[src/design/pup_pkg.sv]
package pup_pkg;

    localparam int COORD_W         = 32;
    localparam int PIX_W           = 16;
    localparam int CFG_IDX_W       = 3;
    localparam int DEF_ITERATIONS  = 8;
    localparam int LIFT_STAGES     = 1;
    localparam int STAGES_PER_ITER = 6;

    typedef logic [CFG_IDX_W-1:0] t_cfg_idx;

    localparam t_cfg_idx CFG_INV_FOCAL_X   = 3'd0;
    localparam t_cfg_idx CFG_OFFSET_X      = 3'd1;
    localparam t_cfg_idx CFG_INV_FOCAL_Y   = 3'd2;
    localparam t_cfg_idx CFG_OFFSET_Y      = 3'd3;
    localparam t_cfg_idx CFG_RADIAL_K1     = 3'd4;
    localparam t_cfg_idx CFG_RADIAL_K2     = 3'd5;
    localparam t_cfg_idx CFG_TANGENTIAL_P1 = 3'd6;
    localparam t_cfg_idx CFG_TANGENTIAL_P2 = 3'd7;

    localparam logic [31:0] INV_FOCAL_RESET = 32'h8000_0000;

    localparam logic signed [47:0] SAT_MAX = 48'sh0000_7FFF_FFFF;
    localparam logic signed [47:0] SAT_MIN = 48'shFFFF_8000_0000;

    typedef struct packed {
        logic               valid;
        logic               clip;
        logic signed [31:0] x;
        logic signed [31:0] y;
        logic signed [31:0] xd;
        logic signed [31:0] yd;
    } t_point;

    typedef struct packed {
        logic signed [31:0] k1;
        logic signed [31:0] k2;
        logic signed [31:0] p1;
        logic signed [31:0] p2;
    } t_coef;

    typedef struct packed {
        logic               clip;
        logic signed [31:0] val;
    } t_qval;

    function automatic logic signed [47:0] sx48(input logic signed [31:0] a);
        return 48'(a);
    endfunction

    // clamp to the signed 32-bit range
    function automatic t_qval sat48(input logic signed [47:0] v);
        t_qval r;
        if (v > SAT_MAX) begin
            r.clip = 1'b1;
            r.val  = 32'sh7FFF_FFFF;
        end else if (v < SAT_MIN) begin
            r.clip = 1'b1;
            r.val  = 32'sh8000_0000;
        end else begin
            r.clip = 1'b0;
            r.val  = v[31:0];
        end
        return r;
    endfunction

    // q4.28 product, round half up, saturate
    function automatic t_qval qmul(input logic signed [31:0] a,
                                   input logic signed [31:0] b);
        logic signed [63:0] p;
        logic signed [63:0] r;
        p = a * b;
        r = (p + 64'sd134217728) >>> 28;
        return sat48(r[47:0]);
    endfunction

endpackage

[src/design/pup_lift.sv]
module pup_lift
    import pup_pkg::*;
(
    input  logic                      i_clk,
    input  logic                      i_rst_n,
    input  logic                      i_start,
    input  logic [PIX_W-1:0]          i_pixel_u,
    input  logic [PIX_W-1:0]          i_pixel_v,
    input  logic [31:0]               i_inv_focal_x,
    input  logic [31:0]               i_inv_focal_y,
    input  logic signed [31:0]        i_offset_x,
    input  logic signed [31:0]        i_offset_y,
    output t_point                    o_pt
);

    logic [47:0]        w_prod_x, w_prod_y;
    logic [47:0]        w_rnd_x, w_rnd_y;
    logic signed [47:0] w_sum_x, w_sum_y;
    t_qval              w_qx, w_qy;
    t_point             n_pt, r_pt;

    always_comb begin
        w_prod_x = 48'(i_inv_focal_x) * 48'(i_pixel_u);
        w_prod_y = 48'(i_inv_focal_y) * 48'(i_pixel_v);
        w_rnd_x  = w_prod_x + 48'd64;
        w_rnd_y  = w_prod_y + 48'd64;
        w_sum_x  = $signed({7'b0, w_rnd_x[47:7]}) + sx48(i_offset_x);
        w_sum_y  = $signed({7'b0, w_rnd_y[47:7]}) + sx48(i_offset_y);
        w_qx     = sat48(w_sum_x);
        w_qy     = sat48(w_sum_y);
        n_pt.valid = i_start;
        n_pt.clip  = w_qx.clip | w_qy.clip;
        n_pt.x     = w_qx.val;
        n_pt.y     = w_qy.val;
        n_pt.xd    = w_qx.val;
        n_pt.yd    = w_qy.val;
    end

    always_ff @(posedge i_clk) begin
        if (!i_rst_n) begin
            r_pt <= '0;
        end else begin
            r_pt <= n_pt;
        end
    end

    assign o_pt = r_pt;

endmodule

[config.mk]
export PLATFORM = sky130hd
export DESIGN_NAME = pup_lift
export DESIGN_NICKNAME = d
export VERILOG_FILES = /design/src/design/pup_pkg.sv /design/src/design/pup_lift.sv
export SDC_FILE = /design/constraint.sdc
export NUM_CORES = 2
export LEC_CHECK = 0
export BUFFER_PORTS_ARGS = -buffer_cell sky130_fd_sc_hd__buf_2
export CAP_MARGIN = 20
export CORE_UTILIZATION = 45
export DETAILED_ROUTE_END_ITERATION = 12
export GPL_TIMING_DRIVEN = 0
export PLACE_DENSITY = 0.69
export RECOVER_POWER = 25
export SLEW_MARGIN = 0
export SYNTH_ARGS = -nofsm -noshare
export SYNTH_HDL_FRONTEND = slang
export SYNTH_SLANG_ARGS = --single-unit
[constraint.sdc]
create_clock -name i_clk -period 37.7 [get_ports i_clk]
set_clock_uncertainty 0.1 [all_clocks]
set_input_delay 11.31 -clock i_clk [delete_from_list [all_inputs] [get_ports i_clk]]
set_output_delay 11.31 -clock i_clk [all_outputs]
set_load 0.01 [all_outputs]
==> flow_results.xml <==
<?xml version="1.0" encoding="UTF-8"?>
<metrics>
  <group name="floorplanning">
    <metric name="floorplan.die.width" unit="um">298</metric>
    <metric name="floorplan.core_area" unit="sq um">86800</metric>
    <metric name="count_of_standard_cell_rows" unit="">108</metric>
    <metric name="starting_utilization_of_the_core_area" unit="">0.455</metric>
    <metric name="fp.dieArea" unit="sq um">88900</metric>
    <metric name="die_height" unit="um">298</metric>
    <metric name="ioPinCount" unit="">293</metric>
  </group>
  <group name="synth">
    <metric name="synthesis.instances" unit="">4656</metric>
    <metric name="synth-seq-area-share" unit="">0.0335</metric>
    <metric name="synth_warnings" unit="">0</metric>
    <metric name="postSynthAreaPerCell" unit="sq um">8.47</metric>
    <metric name="synthesized_flop_and_latch_total" unit="">66</metric>
    <metric name="synthTopCellsByArea" unit="">sky130_fd_sc_hd__fa_1 43%, sky130_fd_sc_hd__ha_1 12%, sky130_fd_sc_hd__inv_1 9.9%, sky130_fd_sc_hd__and2_1 7.0%, sky130_fd_sc_hd__nand2_1 6.5%</metric>
    <metric name="netlist-cell-type-count" unit="">77</metric>
    <metric name="synth_top_cell_by_area" unit="">sky130_fd_sc_hd__fa_1</metric>
    <metric name="number_of_enable_type_register_cells_in_the_synthesized_netlist" unit="">0</metric>
    <metric name="synth_flop_cell" unit="">sky130_fd_sc_hd__dfxtp_1</metric>
    <metric name="synth-async-reset-ratio" unit="">0</metric>
    <metric name="synth.cell_area" unit="sq um">39500</metric>
    <metric name="syn-num-nets" unit="">6031</metric>
    <metric name="synth_top_area_share" unit="">0.425</metric>
  </group>
  <group name="sta">
    <metric name="finalCriticalPeriod" unit="ps">22940</metric>
    <metric name="clock.fmax" unit="MHz">43.6</metric>
    <metric name="hold_viol_final" unit="">0</metric>
    <metric name="hold_slack" unit="ps">11090</metric>
    <metric name="setup_repair_after_global_routing_missed_its_margin" unit="">no</metric>
    <metric name="setup_total_negative_slack" unit="ps">0</metric>
    <metric name="maxSlewHeadroom" unit="">0.271</metric>
    <metric name="max_slew_violation_count" unit="">0</metric>
    <metric name="tightest_slew" unit="ps">1090</metric>
    <metric name="setup_violations" unit="">0</metric>
    <metric name="period_share" unit="">0.608</metric>
  </group>
  <group name="drt">
    <metric name="drt_wl_total" unit="um">122000</metric>
    <metric name="drt_first_pass_iters" unit="">5</metric>
    <metric name="avgViaCountPerCell" unit="">5.33</metric>
    <metric name="drt_first_iter_violations" unit="">2174</metric>
    <metric name="detail-route-antenna-nets" unit="">0</metric>
    <metric name="detail_route.wl_per_cell" unit="um">19.8</metric>
    <metric name="post-route-drc-count" unit="">0</metric>
    <metric name="via_count" unit="">32700</metric>
  </group>
  <group name="global_routing">
    <metric name="grt_usage" unit="">0.275</metric>
    <metric name="pin_count_of_the_biggest_net_entering_global_routing" unit="">15</metric>
    <metric name="grt_pass1_vias" unit="">33600</metric>
    <metric name="grt_first_pass_wirelength" unit="um">188000</metric>
    <metric name="gr-total-overflow" unit="">0</metric>
    <metric name="grt_antenna_before_repair" unit="">14</metric>
  </group>
  <group name="cts">
    <metric name="cts_num_sinks" unit="">66</metric>
    <metric name="clock_tree.buffer_depth" unit="">2</metric>
    <metric name="cts-resized-gates" unit="">0</metric>
    <metric name="numCtsBuffers" unit="">9</metric>
    <metric name="cts.clk_slew.worst_paths" unit="ps">70</metric>
    <metric name="cts-hold-fix-buffers" unit="">0</metric>
    <metric name="clockRootBuffer" unit="">sky130_fd_sc_hd__clkbuf_16</metric>
    <metric name="tritoncts" unit="">done</metric>
    <metric name="cts.repair_timing.setup_buffer_count" unit="">0</metric>
    <metric name="cts-htree-levels" unit="">3</metric>
  </group>
  <group name="hold_path">
    <metric name="hold_class" unit="">in -&gt; reg</metric>
    <metric name="hold_path_depth" unit="">2</metric>
  </group>
  <group name="job">
    <metric name="timing.max_cap.violations" unit="">0</metric>
  </group>
  <group name="critical_path">
    <metric name="critPathArrivalTime" unit="ps">23110</metric>
    <metric name="critical_path.most_common_cell" unit="">sky130_fd_sc_hd__fa_1</metric>
    <metric name="worst-path-stages" unit="">36</metric>
    <metric name="count_of_buffering_cells_on_the_critical_path_with_inverters_included" unit="">8</metric>
    <metric name="critical_path.endpoint_type" unit="">register</metric>
    <metric name="cpMaxStageDelayCell" unit="">sky130_fd_sc_hd__nor4_1</metric>
    <metric name="max_stage_delay" unit="ps">710</metric>
    <metric name="worst-setup-path-type" unit="">in -&gt; reg</metric>
    <metric name="setup.worst_path.start_class" unit="">input port</metric>
    <metric name="cpLargestDelayFamily" unit="">compound AO/OA/AOI/OAI gates</metric>
    <metric name="cp_max_fo" unit="">10</metric>
    <metric name="cp_data_required_time" unit="ps">37870</metric>
  </group>
  <group name="layout">
    <metric name="drive_gt1_frac" unit="">0.0735</metric>
    <metric name="postLayoutCellArea" unit="sq um">42600</metric>
    <metric name="layout_nets" unit="">6335</metric>
    <metric name="largest_register_ffs" unit="">66</metric>
    <metric name="area_delta_synth_final" unit="%">8.00</metric>
  </group>
  <group name="placed_design">
    <metric name="dp_hpwl" unit="um">105000</metric>
    <metric name="dpl_cell_area" unit="sq um">42400</metric>
    <metric name="io_buffer_count" unit="">292</metric>
    <metric name="globalplace.congestion" unit="">0.955</metric>
  </group>
  <group name="outcome">
    <metric name="status" unit="">finished clean</metric>
  </group>
</metrics>
path summary, 6_finish.rpt:
path,slack [ps],from,to
max,14760,i_inv_focal_x[11],o_pt[49]$_SDFF_PN0_
min,11090,i_start,o_pt[129]$_SDFF_PN0_
cell families (layout without fill, tap and decap cells):
kind of cell	after synthesis	count (layout)	share of synthesized area
and+or+nand+nor	1422	1422	0.175
buffers and inverters	1306	1615	0.131
adders and majority gates	1212	1212	0.544
AOI/OAI and AO/OA	512	512	0.0858
xor gates and xnor gates	135	135	0.0300
DFF	66	66	0.0335
muxes	3	3	0.000761
other	0	8	0
layer usage:
| metal | GRT usage | share of wire | vias to the layer above | wire length [um] |
|---|---|---|---|---|
| met5 | 0 | 0.00056 | - | 68 |
| met4 | 0.134 | 0.057 | 10 | 6970 |
| met3 | 0.0339 | 0.075 | 331 | 9090 |
| met2 | 0.469 | 0.48 | 1366 | 58900 |
| met1 | 0.343 | 0.38 | 16300 | 46600 |
| li1 | - | - | 14600 | - |
final cells by class:
class | instances | area (sq um)
plain buffers | 266 | 1280
clock inverters | 7 | 60.1
diodes | 8 | 20.0
clock buffers | 9 | 225
inverters | 1040 | 3900
flip-flops and latches | 66 | 1320
fillers | 8499 | 44100
well taps | 1155 | 1450
repair buffers | 293 | 1410
multi-input cells | 3284 | 33000
layout by cell type, fill, tap and decap left out, drive strengths merged, types with 8 or more instances in the layout:
cell type / netlist / layout
o21a: 29 / 29
or3: 8 / 8
a31oi: 12 / 12
o21ai: 86 / 86
a211oi: 19 / 19
and4: 9 / 9
nor2: 107 / 107
nand4: 29 / 29
clkbuf: 182 / 240
xnor2: 96 / 96
nor2b: 18 / 18
nand2b: 22 / 22
buf: 84 / 328
and3: 13 / 13
inv: 1040 / 1044
fa: 838 / 838
ha: 374 / 374
o21bai: 23 / 23
nand3: 30 / 30
diode: 0 / 8
a2111oi: 11 / 11
xor2: 39 / 39
or2: 10 / 10
o211ai: 16 / 16
nand2: 680 / 680
dfxtp: 66 / 66
and2: 442 / 442
a21o: 105 / 105
a21oi: 141 / 141
a21boi: 12 / 12
nor3: 36 / 36
synthesized netlist by cell type, types with 4 or more instances:
master and number:
sky130_fd_sc_hd__inv_1 1040, sky130_fd_sc_hd__fa_1 838, sky130_fd_sc_hd__nand2_1 680, sky130_fd_sc_hd__and2_1 442, sky130_fd_sc_hd__ha_1 374, sky130_fd_sc_hd__clkbuf_1 182, sky130_fd_sc_hd__a21oi_1 141, sky130_fd_sc_hd__nor2_1 107
sky130_fd_sc_hd__a21o_1 105, sky130_fd_sc_hd__xnor2_1 96, sky130_fd_sc_hd__o21ai_0 84, sky130_fd_sc_hd__buf_4 66, sky130_fd_sc_hd__dfxtp_1 66, sky130_fd_sc_hd__xor2_1 39, sky130_fd_sc_hd__nor3_1 36, sky130_fd_sc_hd__nand3_1 30
sky130_fd_sc_hd__nand4_1 29, sky130_fd_sc_hd__o21a_1 29, sky130_fd_sc_hd__o21bai_1 23, sky130_fd_sc_hd__nand2b_1 22, sky130_fd_sc_hd__a211oi_1 18, sky130_fd_sc_hd__nor2b_1 18, sky130_fd_sc_hd__o211ai_1 16, sky130_fd_sc_hd__and3_1 13
sky130_fd_sc_hd__a31oi_1 12, sky130_fd_sc_hd__buf_2 12, sky130_fd_sc_hd__a21boi_0 11, sky130_fd_sc_hd__and4_1 9, sky130_fd_sc_hd__or2_2 9, sky130_fd_sc_hd__a2111oi_0 8, sky130_fd_sc_hd__or3_1 8, sky130_fd_sc_hd__o31ai_1 7
sky130_fd_sc_hd__a31o_2 5, sky130_fd_sc_hd__o2111ai_1 5, sky130_fd_sc_hd__buf_1 4, sky130_fd_sc_hd__nand3b_1 4, sky130_fd_sc_hd__nor4_1 4, sky130_fd_sc_hd__o221ai_1 4
per-stage QoR:
step	setup slack (ps)	std cells	util
after floorplan	16980	4656	-
after global placement	14570	6103	0.488
after detailed placement	14520	6104	0.488
after CTS	14850	6120	0.492
after global routing	14030	6120	0.491
final	14760	6128	0.491
Power is not shown: default switching activity piles up to over one toggle a cycle in this logic, so the estimate is an artifact.
